$ cat src/rtl/core/sle_pkg.sv
package sle_pkg;

   localparam int KEY_CODES = 128;
   localparam int KEY_W = $clog2(KEY_CODES);
   localparam int CHAR_W = 7;
   localparam int COUNT_W = 16;
   localparam int KIND_W = 2;
   localparam int CSR_INDEX_W = 2;
   localparam int CSR_DATA_W = 16;
   localparam int QUEUE_DEPTH = 4;
   localparam int QPTR_W = $clog2(QUEUE_DEPTH);
   localparam int QCNT_W = $clog2(QUEUE_DEPTH + 1);

   localparam logic [KEY_W-1:0] SC_LSHIFT = 7'h2A;
   localparam logic [KEY_W-1:0] SC_RSHIFT = 7'h36;
   localparam logic [KEY_W-1:0] SC_ENTER = 7'h1C;
   localparam logic [KEY_W-1:0] SC_BACKSPACE = 7'h0E;

   localparam logic [KIND_W-1:0] EV_APPEND = 2'd0;
   localparam logic [KIND_W-1:0] EV_DELETE = 2'd1;
   localparam logic [KIND_W-1:0] EV_END = 2'd2;

   localparam logic [CSR_INDEX_W-1:0] CSR_LINE_LIMIT = 2'd0;
   localparam logic [CSR_INDEX_W-1:0] CSR_SECRET_MODE = 2'd1;

   localparam logic [CSR_DATA_W-1:0] LINE_LIMIT_RESET = 16'd256;
   localparam logic [CHAR_W-1:0] CHAR_ASTERISK = 7'h2A;

   typedef struct packed {
      logic [KIND_W-1:0] kind;
      logic [CHAR_W-1:0] ch;
   } op_type;

   function automatic logic [CHAR_W-1:0] plain_char(input logic [KEY_W-1:0] key);
      logic [CHAR_W-1:0] c;
      unique case (key)
         7'h01: c = 7'h1B;
         7'h02: c = 7'h31;
         7'h03: c = 7'h32;
         7'h04: c = 7'h33;
         7'h05: c = 7'h34;
         7'h06: c = 7'h35;
         7'h07: c = 7'h36;
         7'h08: c = 7'h37;
         7'h09: c = 7'h38;
         7'h0A: c = 7'h39;
         7'h0B: c = 7'h30;
         7'h0C: c = 7'h2D;
         7'h0D: c = 7'h3D;
         7'h0E: c = 7'h08;
         7'h0F: c = 7'h09;
         7'h10: c = 7'h71;
         7'h11: c = 7'h77;
         7'h12: c = 7'h65;
         7'h13: c = 7'h72;
         7'h14: c = 7'h74;
         7'h15: c = 7'h79;
         7'h16: c = 7'h75;
         7'h17: c = 7'h69;
         7'h18: c = 7'h6F;
         7'h19: c = 7'h70;
         7'h1A: c = 7'h5B;
         7'h1B: c = 7'h5D;
         7'h1C: c = 7'h0A;
         7'h1E: c = 7'h61;
         7'h1F: c = 7'h73;
         7'h20: c = 7'h64;
         7'h21: c = 7'h66;
         7'h22: c = 7'h67;
         7'h23: c = 7'h68;
         7'h24: c = 7'h6A;
         7'h25: c = 7'h6B;
         7'h26: c = 7'h6C;
         7'h27: c = 7'h3B;
         7'h28: c = 7'h27;
         7'h29: c = 7'h60;
         7'h2B: c = 7'h5C;
         7'h2C: c = 7'h7A;
         7'h2D: c = 7'h78;
         7'h2E: c = 7'h63;
         7'h2F: c = 7'h76;
         7'h30: c = 7'h62;
         7'h31: c = 7'h6E;
         7'h32: c = 7'h6D;
         7'h33: c = 7'h2C;
         7'h34: c = 7'h2E;
         7'h35: c = 7'h2F;
         7'h37: c = 7'h2A;
         7'h39: c = 7'h20;
         7'h4A: c = 7'h2D;
         7'h4E: c = 7'h2B;
         default: c = '0;
      endcase
      return c;
   endfunction

   function automatic logic [CHAR_W-1:0] shifted_char(input logic [KEY_W-1:0] key);
      logic [CHAR_W-1:0] c;
      unique case (key)
         7'h01: c = 7'h1B;
         7'h02: c = 7'h21;
         7'h03: c = 7'h40;
         7'h04: c = 7'h23;
         7'h05: c = 7'h24;
         7'h06: c = 7'h25;
         7'h07: c = 7'h5E;
         7'h08: c = 7'h26;
         7'h09: c = 7'h2A;
         7'h0A: c = 7'h28;
         7'h0B: c = 7'h29;
         7'h0C: c = 7'h5F;
         7'h0D: c = 7'h2B;
         7'h0E: c = 7'h08;
         7'h0F: c = 7'h09;
         7'h10: c = 7'h51;
         7'h11: c = 7'h57;
         7'h12: c = 7'h45;
         7'h13: c = 7'h52;
         7'h14: c = 7'h54;
         7'h15: c = 7'h59;
         7'h16: c = 7'h55;
         7'h17: c = 7'h49;
         7'h18: c = 7'h4F;
         7'h19: c = 7'h50;
         7'h1A: c = 7'h7B;
         7'h1B: c = 7'h7D;
         7'h1C: c = 7'h0A;
         7'h1E: c = 7'h41;
         7'h1F: c = 7'h53;
         7'h20: c = 7'h44;
         7'h21: c = 7'h46;
         7'h22: c = 7'h47;
         7'h23: c = 7'h48;
         7'h24: c = 7'h4A;
         7'h25: c = 7'h4B;
         7'h26: c = 7'h4C;
         7'h27: c = 7'h3A;
         7'h28: c = 7'h22;
         7'h29: c = 7'h7E;
         7'h2B: c = 7'h7C;
         7'h2C: c = 7'h5A;
         7'h2D: c = 7'h58;
         7'h2E: c = 7'h43;
         7'h2F: c = 7'h56;
         7'h30: c = 7'h42;
         7'h31: c = 7'h4E;
         7'h32: c = 7'h4D;
         7'h33: c = 7'h3C;
         7'h34: c = 7'h3E;
         7'h35: c = 7'h3F;
         7'h37: c = 7'h2A;
         7'h39: c = 7'h20;
         7'h4A: c = 7'h2D;
         7'h4E: c = 7'h2B;
         default: c = '0;
      endcase
      return c;
   endfunction

endpackage

$ cat src/rtl/core/sle_front.sv
module sle_front (
   input  logic                clock,
   input  logic                reset,
   input  logic                in_accept,
   input  logic [7:0]          scancode,
   output logic                push,
   output sle_pkg::op_type     push_op
);
   import sle_pkg::*;

   logic [KEY_CODES-1:0] key_held_ff, key_held_in;
   logic                 lshift_ff, lshift_in;
   logic                 rshift_ff, rshift_in;
   logic [KEY_W-1:0]     key;
   logic                 release_code;
   logic [CHAR_W-1:0]    ch;

   assign key = scancode[KEY_W-1:0];
   assign release_code = scancode[7];
   assign ch = (lshift_ff || rshift_ff) ? shifted_char(key) : plain_char(key);

   always_comb begin
      key_held_in = key_held_ff;
      lshift_in = lshift_ff;
      rshift_in = rshift_ff;
      push = 1'b0;
      push_op.kind = EV_APPEND;
      push_op.ch = ch;
      if (in_accept) begin
         if (release_code) begin
            key_held_in[key] = 1'b0;
            if (key == SC_LSHIFT) lshift_in = 1'b0;
            if (key == SC_RSHIFT) rshift_in = 1'b0;
         end else if (!key_held_ff[key]) begin
            key_held_in[key] = 1'b1;
            priority if (key == SC_ENTER) begin
               push = 1'b1;
               push_op.kind = EV_END;
            end else if (key == SC_BACKSPACE) begin
               push = 1'b1;
               push_op.kind = EV_DELETE;
            end else if (key == SC_LSHIFT) begin
               lshift_in = 1'b1;
            end else if (key == SC_RSHIFT) begin
               rshift_in = 1'b1;
            end else begin
               // keys with no character still get their held mark
               push = (ch != '0);
            end
         end
      end
   end

   always_ff @(posedge clock) begin
      if (reset) begin
         key_held_ff <= '0;
         lshift_ff <= 1'b0;
         rshift_ff <= 1'b0;
      end else begin
         key_held_ff <= key_held_in;
         lshift_ff <= lshift_in;
         rshift_ff <= rshift_in;
      end
   end

endmodule

$ cat src/rtl/core/sle_queue.sv
module sle_queue (
   input  logic                clock,
   input  logic                reset,
   input  logic                push,
   input  sle_pkg::op_type     push_op,
   output logic                full,
   input  logic                pop,
   output logic                pop_valid,
   output sle_pkg::op_type     pop_op
);
   import sle_pkg::*;

   op_type              entry_ff [QUEUE_DEPTH];
   logic [QPTR_W-1:0]   wr_ptr_ff, wr_ptr_in;
   logic [QPTR_W-1:0]   rd_ptr_ff, rd_ptr_in;
   logic [QCNT_W-1:0]   count_ff, count_in;
   logic                do_push, do_pop;

   assign full = (count_ff == QCNT_W'(QUEUE_DEPTH));
   assign pop_valid = (count_ff != '0);
   assign pop_op = entry_ff[rd_ptr_ff];
   assign do_push = push && !full;
   assign do_pop = pop && pop_valid;

   always_comb begin
      wr_ptr_in = do_push ? wr_ptr_ff + 1'b1 : wr_ptr_ff;
      rd_ptr_in = do_pop ? rd_ptr_ff + 1'b1 : rd_ptr_ff;
      count_in = count_ff;
      if (do_push && !do_pop) count_in = count_ff + 1'b1;
      else if (!do_push && do_pop) count_in = count_ff - 1'b1;
   end

   always_ff @(posedge clock) begin
      if (do_push) entry_ff[wr_ptr_ff] <= push_op;
   end

   always_ff @(posedge clock) begin
      if (reset) begin
         wr_ptr_ff <= '0;
         rd_ptr_ff <= '0;
         count_ff <= '0;
      end else begin
         wr_ptr_ff <= wr_ptr_in;
         rd_ptr_ff <= rd_ptr_in;
         count_ff <= count_in;
      end
   end

endmodule

$ cat src/rtl/core/sle_back.sv
module sle_back (
   input  logic                                clock,
   input  logic                                reset,
   input  logic                                op_valid,
   input  sle_pkg::op_type                     op,
   output logic                                op_pop,
   input  logic                                csr_write,
   input  logic [sle_pkg::CSR_INDEX_W-1:0]     csr_index,
   input  logic [sle_pkg::CSR_DATA_W-1:0]      csr_wdata,
   output logic                                rsp_valid,
   input  logic                                rsp_stall,
   output logic [sle_pkg::KIND_W-1:0]          rsp_event_kind,
   output logic [sle_pkg::CHAR_W-1:0]          rsp_stored_char,
   output logic [sle_pkg::CHAR_W-1:0]          rsp_echo_char,
   output logic [sle_pkg::COUNT_W-1:0]         rsp_position
);
   import sle_pkg::*;

   logic [CSR_DATA_W-1:0] line_limit_ff;
   logic                  secret_mode_ff;
   logic [COUNT_W-1:0]    line_count_ff, line_count_in;
   logic                  rsp_valid_ff, rsp_valid_in;
   logic [KIND_W-1:0]     kind_ff;
   logic [CHAR_W-1:0]     stored_ff, echo_ff;
   logic [COUNT_W-1:0]    position_ff;
   logic                  produce;
   logic [COUNT_W-1:0]    position_new;
   logic                  line_full;

   // output register free, or its word leaves this cycle
   assign op_pop = op_valid && (!rsp_valid_ff || !rsp_stall);

   // also covers a zero limit
   assign line_full = ({1'b0, line_count_ff} + 17'd1) >= {1'b0, line_limit_ff};

   always_comb begin
      produce = 1'b0;
      line_count_in = line_count_ff;
      position_new = line_count_ff;
      unique case (op.kind)
         EV_END: begin
            produce = 1'b1;
            line_count_in = '0;
         end
         EV_DELETE: begin
            if (line_count_ff != '0) begin
               produce = 1'b1;
               line_count_in = line_count_ff - 1'b1;
               position_new = line_count_ff - 1'b1;
            end
         end
         EV_APPEND: begin
            if (!line_full) begin
               produce = 1'b1;
               line_count_in = line_count_ff + 1'b1;
            end
         end
         default: begin
            produce = 1'b0;
         end
      endcase
      if (!op_pop) line_count_in = line_count_ff;

      if (op_pop) rsp_valid_in = produce;
      else if (!rsp_stall) rsp_valid_in = 1'b0;
      else rsp_valid_in = rsp_valid_ff;
   end

   always_ff @(posedge clock) begin
      if (reset) begin
         line_limit_ff <= LINE_LIMIT_RESET;
         secret_mode_ff <= 1'b0;
         line_count_ff <= '0;
         rsp_valid_ff <= 1'b0;
      end else begin
         if (csr_write && csr_index == CSR_LINE_LIMIT) line_limit_ff <= csr_wdata;
         if (csr_write && csr_index == CSR_SECRET_MODE) secret_mode_ff <= csr_wdata[0];
         line_count_ff <= line_count_in;
         rsp_valid_ff <= rsp_valid_in;
      end
   end

   always_ff @(posedge clock) begin
      if (op_pop && produce) begin
         kind_ff <= op.kind;
         position_ff <= position_new;
         if (op.kind == EV_APPEND) begin
            stored_ff <= op.ch;
            echo_ff <= secret_mode_ff ? CHAR_ASTERISK : op.ch;
         end else begin
            stored_ff <= '0;
            echo_ff <= '0;
         end
      end
   end

   assign rsp_valid = rsp_valid_ff;
   assign rsp_event_kind = kind_ff;
   assign rsp_stored_char = stored_ff;
   assign rsp_echo_char = echo_ff;
   assign rsp_position = position_ff;

endmodule

$ cat src/rtl/core/scancode_line_editor_top.sv
// path: a word that yields a result is held in a queue entry, then in the rsp register
// throughput: one scancode per cycle while req_stall is low, set by the combinational
// table lookup in the front end and the registered line counter update in the back end
// a four-word queue between the two lets either side stall on its own
// reset (synchronous): held marks, shift flags, line count and queue cleared;
// line_limit returns to 256, secret_mode to 0; no clearing pass
module scancode_line_editor_top (
   input  logic                                clock,
   input  logic                                reset,
   input  logic                                req_valid,
   output logic                                req_stall,
   input  logic [7:0]                          req_scancode,
   output logic                                rsp_valid,
   input  logic                                rsp_stall,
   output logic [sle_pkg::KIND_W-1:0]          rsp_event_kind,
   output logic [sle_pkg::CHAR_W-1:0]          rsp_stored_char,
   output logic [sle_pkg::CHAR_W-1:0]          rsp_echo_char,
   output logic [sle_pkg::COUNT_W-1:0]         rsp_position,
   input  logic                                csr_valid,
   output logic                                csr_ready,
   input  logic [sle_pkg::CSR_INDEX_W-1:0]     csr_index,
   input  logic [sle_pkg::CSR_DATA_W-1:0]      csr_wdata
);
   import sle_pkg::*;

   logic   queue_full;
   logic   in_accept;
   logic   push;
   op_type push_op;
   logic   op_valid;
   op_type op;
   logic   op_pop;

   assign req_stall = queue_full;
   assign in_accept = req_valid && !queue_full;
   assign csr_ready = 1'b1;

   sle_front u_front (
      .clock     (clock),
      .reset     (reset),
      .in_accept (in_accept),
      .scancode  (req_scancode),
      .push      (push),
      .push_op   (push_op)
   );

   sle_queue u_queue (
      .clock     (clock),
      .reset     (reset),
      .push      (push),
      .push_op   (push_op),
      .full      (queue_full),
      .pop       (op_pop),
      .pop_valid (op_valid),
      .pop_op    (op)
   );

   sle_back u_back (
      .clock           (clock),
      .reset           (reset),
      .op_valid        (op_valid),
      .op              (op),
      .op_pop          (op_pop),
      .csr_write       (csr_valid && csr_ready),
      .csr_index       (csr_index),
      .csr_wdata       (csr_wdata),
      .rsp_valid       (rsp_valid),
      .rsp_stall       (rsp_stall),
      .rsp_event_kind  (rsp_event_kind),
      .rsp_stored_char (rsp_stored_char),
      .rsp_echo_char   (rsp_echo_char),
      .rsp_position    (rsp_position)
   );

endmodule

$ cat config.mk
export PLATFORM = sky130hd
export DESIGN_NAME = scancode_line_editor_top
export DESIGN_NICKNAME = d
export VERILOG_FILES = /design/src/rtl/core/sle_pkg.sv /design/src/rtl/core/sle_front.sv /design/src/rtl/core/sle_queue.sv /design/src/rtl/core/sle_back.sv /design/src/rtl/core/scancode_line_editor_top.sv
export SDC_FILE = /design/constraint.sdc
export NUM_CORES = 1
export LEC_CHECK = 0
export BUFFER_PORTS_ARGS = -buffer_cell sky130_fd_sc_hd__buf_4
export CAP_MARGIN = 20
export CORE_MARGIN = 10
export CORE_UTILIZATION = 45
export CTS_CLUSTER_DIAMETER = 150
export DETAILED_ROUTE_END_ITERATION = 8
export PLACE_DENSITY = 0.63
export SLEW_MARGIN = 25
export SYNTH_ARGS = -nofsm -noshare
export SYNTH_HDL_FRONTEND = slang
export SYNTH_SLANG_ARGS = --single-unit
$ cat constraint.sdc
create_clock -name clock -period 6.25 [get_ports clock]
set_input_delay 0.9375 -clock clock [delete_from_list [all_inputs] [get_ports clock]]
set_output_delay 0.9375 -clock clock [all_outputs]
set_load 0.05 [all_outputs]
Yosys cells after proc, flatten, opt, wreduce, memory -nomap -nowiden
Memories as Yosys holds them, arrays and structs flattened. A register that Yosys moved wholly into a read port is not among the register bits. Index checks and enable logic that the tools add are counted.

Register bits: 203. RAM bits: 36. Memory bits (read-only): 1792. Input bits: 31. Output and inout bits: 35. Logic and storage cells: 123. Memories kept: 3.

Memories: (name not given) (words 128, bits a word 7, rd ports 1, clocked after memory_dff 0, wr ports 0, line sle_pkg.sv:36) `unique case (key)`; (name not given) (words 128, bits a word 7, rd ports 1, clocked after memory_dff 0, wr ports 0, line sle_pkg.sv:99) `unique case (key)`; u_queue.entry_ff (words 4, bits a word 9, rd ports 1, clocked after memory_dff 1, wr ports 1, line sle_queue.sv:13) `op_type entry_ff [QUEUE_DEPTH];`.

$add $sub $neg: 7. Order comparisons: 3. Equality and inequality tests: 14. Muxes and demuxes: 48. Bitwise gates (word level): 4. Reductions and logical operators: 29.

Operators by type and width (number): $mux 128 (2); $and 128x128->128 (1); $not 128->128 (1); $or 128x128->128 (1); $mux 16 (3); $pmux 16 s3 (1); $mux 1 (29); $add 16x1->17 const B (1); $ge 17x16->1 (1); $add 16x1->16 const B (1); $reduce_bool 16->1 (1); $sub 16x1->16 const B (1); $eq 7x6->1 const B (2); $mux 2 (6); $logic_and 1x1->1 (10); $ne 2x2->1 const B (5); $lt 7x8->1 const B (1); $bmux 1 s7 (1); $demux 1 s7 (1); $eq 7x4->1 const B (1); $eq 7x5->1 const B (1); $ge 7x1->1 const B (1); $mux 7 (1); $reduce_bool 7->1 (1); other kinds (21) (31).

Logic depth before layout (Yosys ltp)
Gate-level depths: netlist of run 1.

Word-level depth: 15. Mapped depth: 19. Gate-level depth less buffers: 17.

Cells and area by module
From an unflattened synthesis of run 1, not the netlist that was laid out.

Cell total of the unflattened synthesis: 1368. Area total of the unflattened synthesis: 13406.6 um2.

By module, submodules not included: sle_front (times used 1, cells an instance 823, area each 7598.5 um2, sequential area each 2602.5 um2); sle_back (times used 1, cells an instance 447, area each 4018.9 um2, sequential area each 1641.6 um2); sle_queue (times used 1, cells an instance 95, area each 1764.2 um2, sequential area each 1261.2 um2); scancode_line_editor_top (times used 1, cells an instance 3, area each 25.0 um2, sequential area each 0.0 um2).

Worst setup path after synthesis of run 1
Ideal clock, no wire load.

Path kind: input-to-reg. From: input port req_scancode[1]. To: register u_queue.count_ff[2]. Setup time: 0.070 ns. Arrival time: 4.800 ns. Data required time: 6.180 ns. Setup slack: 1.380 ns. Cell stages on the path: 18. Buffers on the path: 2. Path through: buf_2 -> buf_1 -> inv_1 -> ha_1 -> inv_1 -> mux4_2 -> nor3_1 -> a31oi_1 -> o311ai_0 -> or4_1 -> nor2_1 -> a2111oi_4 -> ha_1 -> inv_1 -> fa_1 -> xor2_1 -> or3_1 -> a21oi_1.

RTL lines: start: declaration (line scancode_line_editor_top.sv:12) `input logic [7:0] req_scancode,`; end signal: assignment (line sle_queue.sv:45) `count_ff <= count_in;`; end: declaration (line sle_queue.sv:16) `logic [QCNT_W-1:0] count_ff, count_in;`.

==> impl_metrics.toml, run 1 <==
[critical_path]
worstReg2RegEnd = "u_back.rsp_event_kind[1]"
worst_r2r_startpoint = "u_back.line_count_ff[0]"
data_required_time_of_the_worst_path_ps = 6710
critical_path.startpoint_type = "primary input"
cp.arrival_ps = 5260
r2r_cells = 17
worst_setup_path_end_kind = "flop"
crit_type = "in -> reg"
path_max_fanout = 30
r2r_setup_slack_ps = 1730

[clocking]
cts.repair.resized = 0
cts.hold.buffers_added = 0
tritoncts_clock_tree = "built"
number_of_clock_sinks = 241
cts_buffers = 27
cts.htree.levels = 1
cts-root-buf = "sky130_fd_sc_hd__clkbuf_16"
cts.repair_timing.setup_buffer_count = 0
clk_slew_on_worst_s_h_paths_ps = 60
clk_latency_ps = 530
clk_path_buf_depth = 3

[timing]
fin_ws_ps = 1450
finClkSkew_ps = 7.80
maxSlewViolCount = 0
worst_hold_slack_ps = 454
slew-limit-headroom_pct = 32.4
rsz0062_at_grt = "no"
setup_tns_ps = 0
highest_clock_rate_mhz = 208
finalSetupViolations = 0
fin_crit_sh_pct = 76.8
timing_worst_slew_pin_value_ps = 1000
min_period_ps = 4800
hold_viol_final = 0

[logic_synthesis]
synth.cell_area_sq_um = 13100
synth_top_cell_by_area = "sky130_fd_sc_hd__dfxtp_1"
synth_top_cell_area_share_pct = 26.5
netlist_top_cells_area = "sky130_fd_sc_hd__dfxtp_1, sky130_fd_sc_hd__edfxtp_1, sky130_fd_sc_hd__nand2_1"
syn-mean-instance-area_sq_um = 8.91
synthesis.yosys.warnings = 0
ys.flop_type = "sky130_fd_sc_hd__dfxtp_1"
yosysUniqueCellTypes = 83
yosys.cell_count.top_type = "sky130_fd_sc_hd__nand2_1"
synth_enable_flop_cells = 68
synth.ff_latch_count = 241
syn_nets = 1536
post_synth_inst_count = 1466
synth-seq-area-share_pct = 42.2
asyncSetResetFlopFracSynth_pct = 0
ys_top_cells_by_count = "sky130_fd_sc_hd__nand2_1, sky130_fd_sc_hd__dfxtp_1, sky130_fd_sc_hd__a21oi_1"

[outcome]
status = "finished, final reports clean"

[grt]
global_route_wire_length_before_repair_mm = 61.8
global_route.usage.total_pct = 21.1
grt.overflow.total = 0
first_global_vias = 10732
antenna_found_initial = 0
pin_count_of_the_biggest_net_entering_global_routing = 89

[hold_path]
worstHoldPathCells = 2
hold_start = "u_back.line_limit_ff[10]"
hold_end = "u_back.line_limit_ff[10]"
min_path_type = "reg -> reg"

[floorplan]
floorplan.die.width_um = 190
num_rows = 62
start_util_pct = 45.5
core_sq_um = 28700
die-height_um = 190
pin_count = 66
area_of_the_die_sq_um = 36200

[pwr]
worst_ir_drop_vdd_uv = 215
netSwitchingPower_mw = 2.20
seq_power_share_pct = 35.1
share_comb_of_total_power_pct = 37.2
cellPowerDensity_nw_per_um2 = 396
power.share.clock_pct = 27.7
internal-power_mw = 3.54
fin_total_pwr_mw = 5.74
power_switching_share_pct = 38.3
p_leak_nw = 5.16

[routing]
post_drt_via_cell_ratio = 5.97
drt_drc_violations_left = 0
drt_first_iter_violations = 1077
drt-wirelength-per-cell_um = 21.0
drt_wl_total_mm = 39.3
num_vias = 11161
firstDrtPassIters = 5
detail-route-antenna-nets = 0

[placed_design]
buffer_ports.inserted = 64
cell_total_after_placement = 1819
place_ws_ps = 987
post-dp-hpwl_mm = 25.8
gpl.final_weighted_congestion = 0.953

[cells_and_area]
area_delta_synth_final_pct = 11.1
n_antenna_cell = 0
drive_gt1_share_pct = 12.5
final_nets = 1534
finish.cell_count_without_fillers = 1868
multiInputGateArea_sq_um = 6870
nFillCells = 2748
regArea_sq_um = 5510

[run]
max_cap_viol_count = 0
power groups by stage:
stage / registers [mW] / clock network, mW / logic [mW]
floorplan: 2.38 / 0 / 1.24
global placement: 2.05 / 0 / 2.11
detailed placement: 2.05 / 0 / 2.13
CTS: 2.02 / 1.62 / 2.14
global route: 2.04 / 1.68 / 2.33
finish: 2.01 / 1.59 / 2.14
cell type report:
type / count / share of cell area [%]
Timing Repair Buffer: 82 / 4.24
Inverter: 37 / 0.957
Tap cell: 384 / 3.31
Sequential cell: 241 / 38.0
Multi-Input combinational cell: 1075 / 47.4
Clock buffer: 40 / 5.48
Clock inverter: 9 / 0.664
metrics by stage:
stage / instance area [sq um] / utilization [%]
floorplan: 13100 / -
global placement: 13600 / 47.4
detailed placement: 13600 / 47.4
CTS: 14500 / 50.5
global route: 14500 / 50.5
finish: 14500 / 50.5
how the worst max path moves through the flow:
stage | start | end | slack, ps | depth (start not counted)
after global routing | req_scancode[0] | u_queue.count_ff[2] | 1090 | 14
final | req_scancode[0] | u_queue.count_ff[2] | 1450 | 14
after detailed placement | req_scancode[1] | u_queue.count_ff[2] | 990 | 17
after global placement | req_scancode[1] | u_queue.count_ff[2] | 1050 | 17
after CTS | req_scancode[0] | u_queue.count_ff[2] | 1540 | 17
after floorplan | req_scancode[1] | u_queue.count_ff[2] | 1380 | 18
cell families (layout without fill, tap and decap cells):
group	Yosys count	after routing	share of synthesized area [%]
and+or+nand+nor	492	492	17.7
AOI/OAI and AO/OA	423	423	20.3
DFF	241	241	42.2
buffers and inverters	150	168	5.25
muxes	86	86	8.51
adders and majority gates	39	39	3.79
xor gates and xnor gates	34	34	2.28
other	1	1	0.0287
layer usage:
| layer | routed length, um | GRT usage, % | share of wire, % | up-vias |
|---|---|---|---|---|
| li1 | - | - | - | 5281 |
| met1 | 16900 | 27.8 | 43 | 5399 |
| met2 | 18300 | 33.9 | 47 | 411 |
| met3 | 2810 | 3.82 | 7.2 | 70 |
| met4 | 1240 | 7.87 | 3.2 | 0 |
| met5 | 0 | 0 | 0 | - |
worst max-delay path, cell delays in order:
cell	delay (ps)
sky130_fd_sc_hd__buf_4	240
sky130_fd_sc_hd__inv_1	280
sky130_fd_sc_hd__ha_1	520
sky130_fd_sc_hd__a41oi_1	210
sky130_fd_sc_hd__o311ai_0	900
sky130_fd_sc_hd__or4_1	230
sky130_fd_sc_hd__nor2_1	70
sky130_fd_sc_hd__a2111oi_4	510
sky130_fd_sc_hd__ha_1	290
sky130_fd_sc_hd__inv_1	60
sky130_fd_sc_hd__fa_1	370
sky130_fd_sc_hd__xor2_1	170
sky130_fd_sc_hd__or3_1	300
sky130_fd_sc_hd__a21oi_1	130
placed cells by master (no fill, tap or decap), drive strengths merged, types with 8 or more instances in the layout:
master  netlist  routed
nand2       229     229
a21oi       150     150
nand2b       10      10
nor3         30      30
or2          14      14
nor4          8       8
o22ai        10      10
mux2i        60      60
o21ai       129     129
a211oi       13      13
nand3        34      34
nor2         95      95
dfxtp       173     173
a21o         12      12
xnor2        15      15
o31ai         9       9
a22oi         9       9
nor3b         8       8
nor2b        17      17
buf          56      82
a32o         31      31
inv          37      37
nand4         9       9
edfxtp       68      68
mux4         19      19
ha           38      38
clkbuf       57      40
and2         18      18
xor2         19      19
Note: power is estimated with default switching activity, not from simulation.
==> inputs of run 2 (changes only) <==
Settings changed: ABC_AREA from default to 1, PLACE_DENSITY 0.63 to 0.62.
Clock period 6.25 ns to 4.95 ns, I/O delays scaled along.
==> run 2 against run 1 <==
Non-clock buffer count is 18 higher. Clock-buffer cell count unchanged. Highest routed layer unchanged. Die area is 6.9% higher. Critical endpoint is now u_back.rsp_position[15]. Critical path type is now reg -> reg. Sequential cell count did not move. Worst setup slack lost 540 ps. Clock power grew 37%. Hold slack worse by 17 ps. Global-route usage is 0.24 points higher. Combinational power up 36%. Synthesized cell count up 48%. Sequential power increased by 26%. Cell area grew 9.2%.
==> impl_metrics.toml, run 2 <==
[timing]
rsz0062_at_grt = "no"
highest_clock_rate_mhz = 248
min_period_ps = 4030
finalSetupViolations = 0
hold_viol_final = 0
fin_ws_ps = 915
fin_crit_sh_pct = 81.5
setup_tns_ps = 0
slew-limit-headroom_pct = 28.4
finClkSkew_ps = 16.2
maxSlewViolCount = 0
timing_worst_slew_pin_value_ps = 1070

[cells_and_area]
drive_gt1_share_pct = 7.33
nFillCells = 3162
final_nets = 2244
leading_cell_type_in_the_layout_fill_and_taps_excluded = "sky130_fd_sc_hd__nand2_1"
multiInputGateArea_sq_um = 7390
area_delta_synth_final_pct = 12.6
n_antenna_cell = 0
layout_common_cells = "sky130_fd_sc_hd__nand2_1, sky130_fd_sc_hd__nor2_1, sky130_fd_sc_hd__nand3_1"
finish.cell_count_without_fillers = 2592
regArea_sq_um = 5510
final_core_utilization_pct = 51.5

[logic_synthesis]
asyncSetResetFlopFracSynth_pct = 0
synthesis.yosys.warnings = 0
synth.ff_latch_count = 241
ys.flop_type = "sky130_fd_sc_hd__dfxtp_1"
netlist_top_cells_area = "sky130_fd_sc_hd__dfxtp_1, sky130_fd_sc_hd__nand2_1, sky130_fd_sc_hd__edfxtp_1"
synth_top_cell_area_share_pct = 24.6
synth_enable_flop_cells = 68
syn_nets = 2236
post_synth_inst_count = 2166
synth.cell_area_sq_um = 14100
synth-seq-area-share_pct = 39.1
yosysUniqueCellTypes = 40
synth_top_cell_by_area = "sky130_fd_sc_hd__dfxtp_1"
syn-mean-instance-area_sq_um = 6.49
yosys.cell_count.top_type = "sky130_fd_sc_hd__nand2_1"
ys_top_cells_by_count = "sky130_fd_sc_hd__nand2_1, sky130_fd_sc_hd__nor2_1, sky130_fd_sc_hd__nand3_1"

[routing]
detail-route-antenna-nets = 0
drt-wirelength-per-cell_um = 16.7
drt_wl_total_mm = 43.3
drt_first_iter_violations = 1220
drt_drc_violations_left = 0
post_drt_via_cell_ratio = 5.42
firstDrtPassIters = 6
num_vias = 14057

[critical_path]
crit_type = "reg -> reg"
critical_path.startpoint_type = "flop"
path_max_fanout = 16
cp.arrival_ps = 4260
worst_setup_path_end_kind = "flop"
data_required_time_of_the_worst_path_ps = 5180

[floorplan]
start_util_pct = 45.7
core_sq_um = 30700
num_rows = 64
die-height_um = 197
floorplan.die.width_um = 197
area_of_the_die_sq_um = 38700
pin_count = 66

[clocking]
number_of_clock_sinks = 241
cts_buffers = 28
cts-root-buf = "sky130_fd_sc_hd__clkbuf_16"
cts.repair_timing.setup_buffer_count = 0
clk_latency_ps = 550
tritoncts_clock_tree = "built"
clk_slew_on_worst_s_h_paths_ps = 60
cts.repair.resized = 0
cts.hold.buffers_added = 0
cts.htree.levels = 1
clk_path_buf_depth = 3

[hold_path]
min_path_type = "in -> reg"

[placed_design]
gpl.final_weighted_congestion = 0.986
buffer_ports.inserted = 64
place_ws_ps = 883
post-dp-hpwl_mm = 27.8
cell_total_after_placement = 2540

[grt]
grt.overflow.total = 0
first_global_vias = 13003
global_route_wire_length_before_repair_mm = 68.5
pin_count_of_the_biggest_net_entering_global_routing = 130
antenna_found_initial = 0
global_route.usage.total_pct = 21.3

[outcome]
status = "finished, final reports clean"

[pwr]
cellPowerDensity_nw_per_um2 = 480
fin_total_pwr_mw = 7.61
worst_ir_drop_vdd_uv = 277
p_leak_nw = 6.34

[run]
max_cap_viol_count = 0
-- run 2: power by group --
part	switching (mW)	internal [mW]
logic	2.07	0.825
registers	0.155	2.37
clock network	0.841	1.34
total	3.07	4.54
-- run 2: cell type report --
class	count	share of cell area, %
multi-input combinational	1624	46.7
sequential	241	34.8
clock buffer	40	5.35
timing repair buffer	100	4.98
inverter	179	4.24
tap	396	3.13
clock inverter	12	0.853
-- run 2: worst paths after layout --
kind	startpoint	endpoint	slack, ps	depth (start not counted)
worst max-delay path	u_back.line_count_ff[0]	u_back.rsp_position[15]	920	17
worst min-delay path	csr_wdata[8]	u_back.line_limit_ff[8]	440	3
worst max register to register	u_back.line_count_ff[0]	u_back.rsp_position[15]	920	17
worst min register to register	u_front.lshift_ff	u_front.lshift_ff	450	2
-- run 2: per-stage QoR --
stage / hold WS [ps] / cell area, sq um
4_1_cts: 415 / 15800
3_5_place_dp: 444 / 14900
6_report: 437 / 15800
5_1_grt: 444 / 15800
2_1_floorplan: 425 / 14100
3_3_place_gp: 437 / 14900
-- run 2: logic make-up (layout without fill, tap and decap cells) --
kind of cell	after synthesis	after routing	share of synthesized area, %
and+or+nand+nor	1248	1248	35.8
AOI/OAI and AO/OA	324	324	12.2
buffers and inverters	301	331	8.50
DFF	241	241	39.1
adders and majority gates	39	39	3.52
xor gates and xnor gates	12	12	0.747
other	1	1	0.0267
-- run 2: critical path, cell delays in order (launching register included) --
cell and delay [ps]:
sky130_fd_sc_hd__dfxtp_1 420, sky130_fd_sc_hd__inv_1 160, sky130_fd_sc_hd__nor3_1 330, sky130_fd_sc_hd__nand2_1 160, sky130_fd_sc_hd__nor3_1 300, sky130_fd_sc_hd__nand3_1 150, sky130_fd_sc_hd__nor2_1 180, sky130_fd_sc_hd__nand2_1 90
sky130_fd_sc_hd__xor2_1 210, sky130_fd_sc_hd__ha_1 280, sky130_fd_sc_hd__nand3_1 120, sky130_fd_sc_hd__nor4b_1 70, sky130_fd_sc_hd__a21oi_1 130, sky130_fd_sc_hd__o21ai_0 110, sky130_fd_sc_hd__o21ai_1 480, sky130_fd_sc_hd__nand3_1 180
sky130_fd_sc_hd__inv_1 110, sky130_fd_sc_hd__buf_4 230
-- run 2: metal layers --
layer / wire (um) / share of wire [%] / up-vias / GRT usage (%)
li1: - / - / 6994 / -
met1: 18800 / 43 / 6486 / 27.7
met2: 20400 / 47 / 488 / 35.7
met3: 2800 / 6.5 / 89 / 3.00
met4: 1290 / 3.0 / 0 / 7.21
met5: 0 / 0 / - / 0
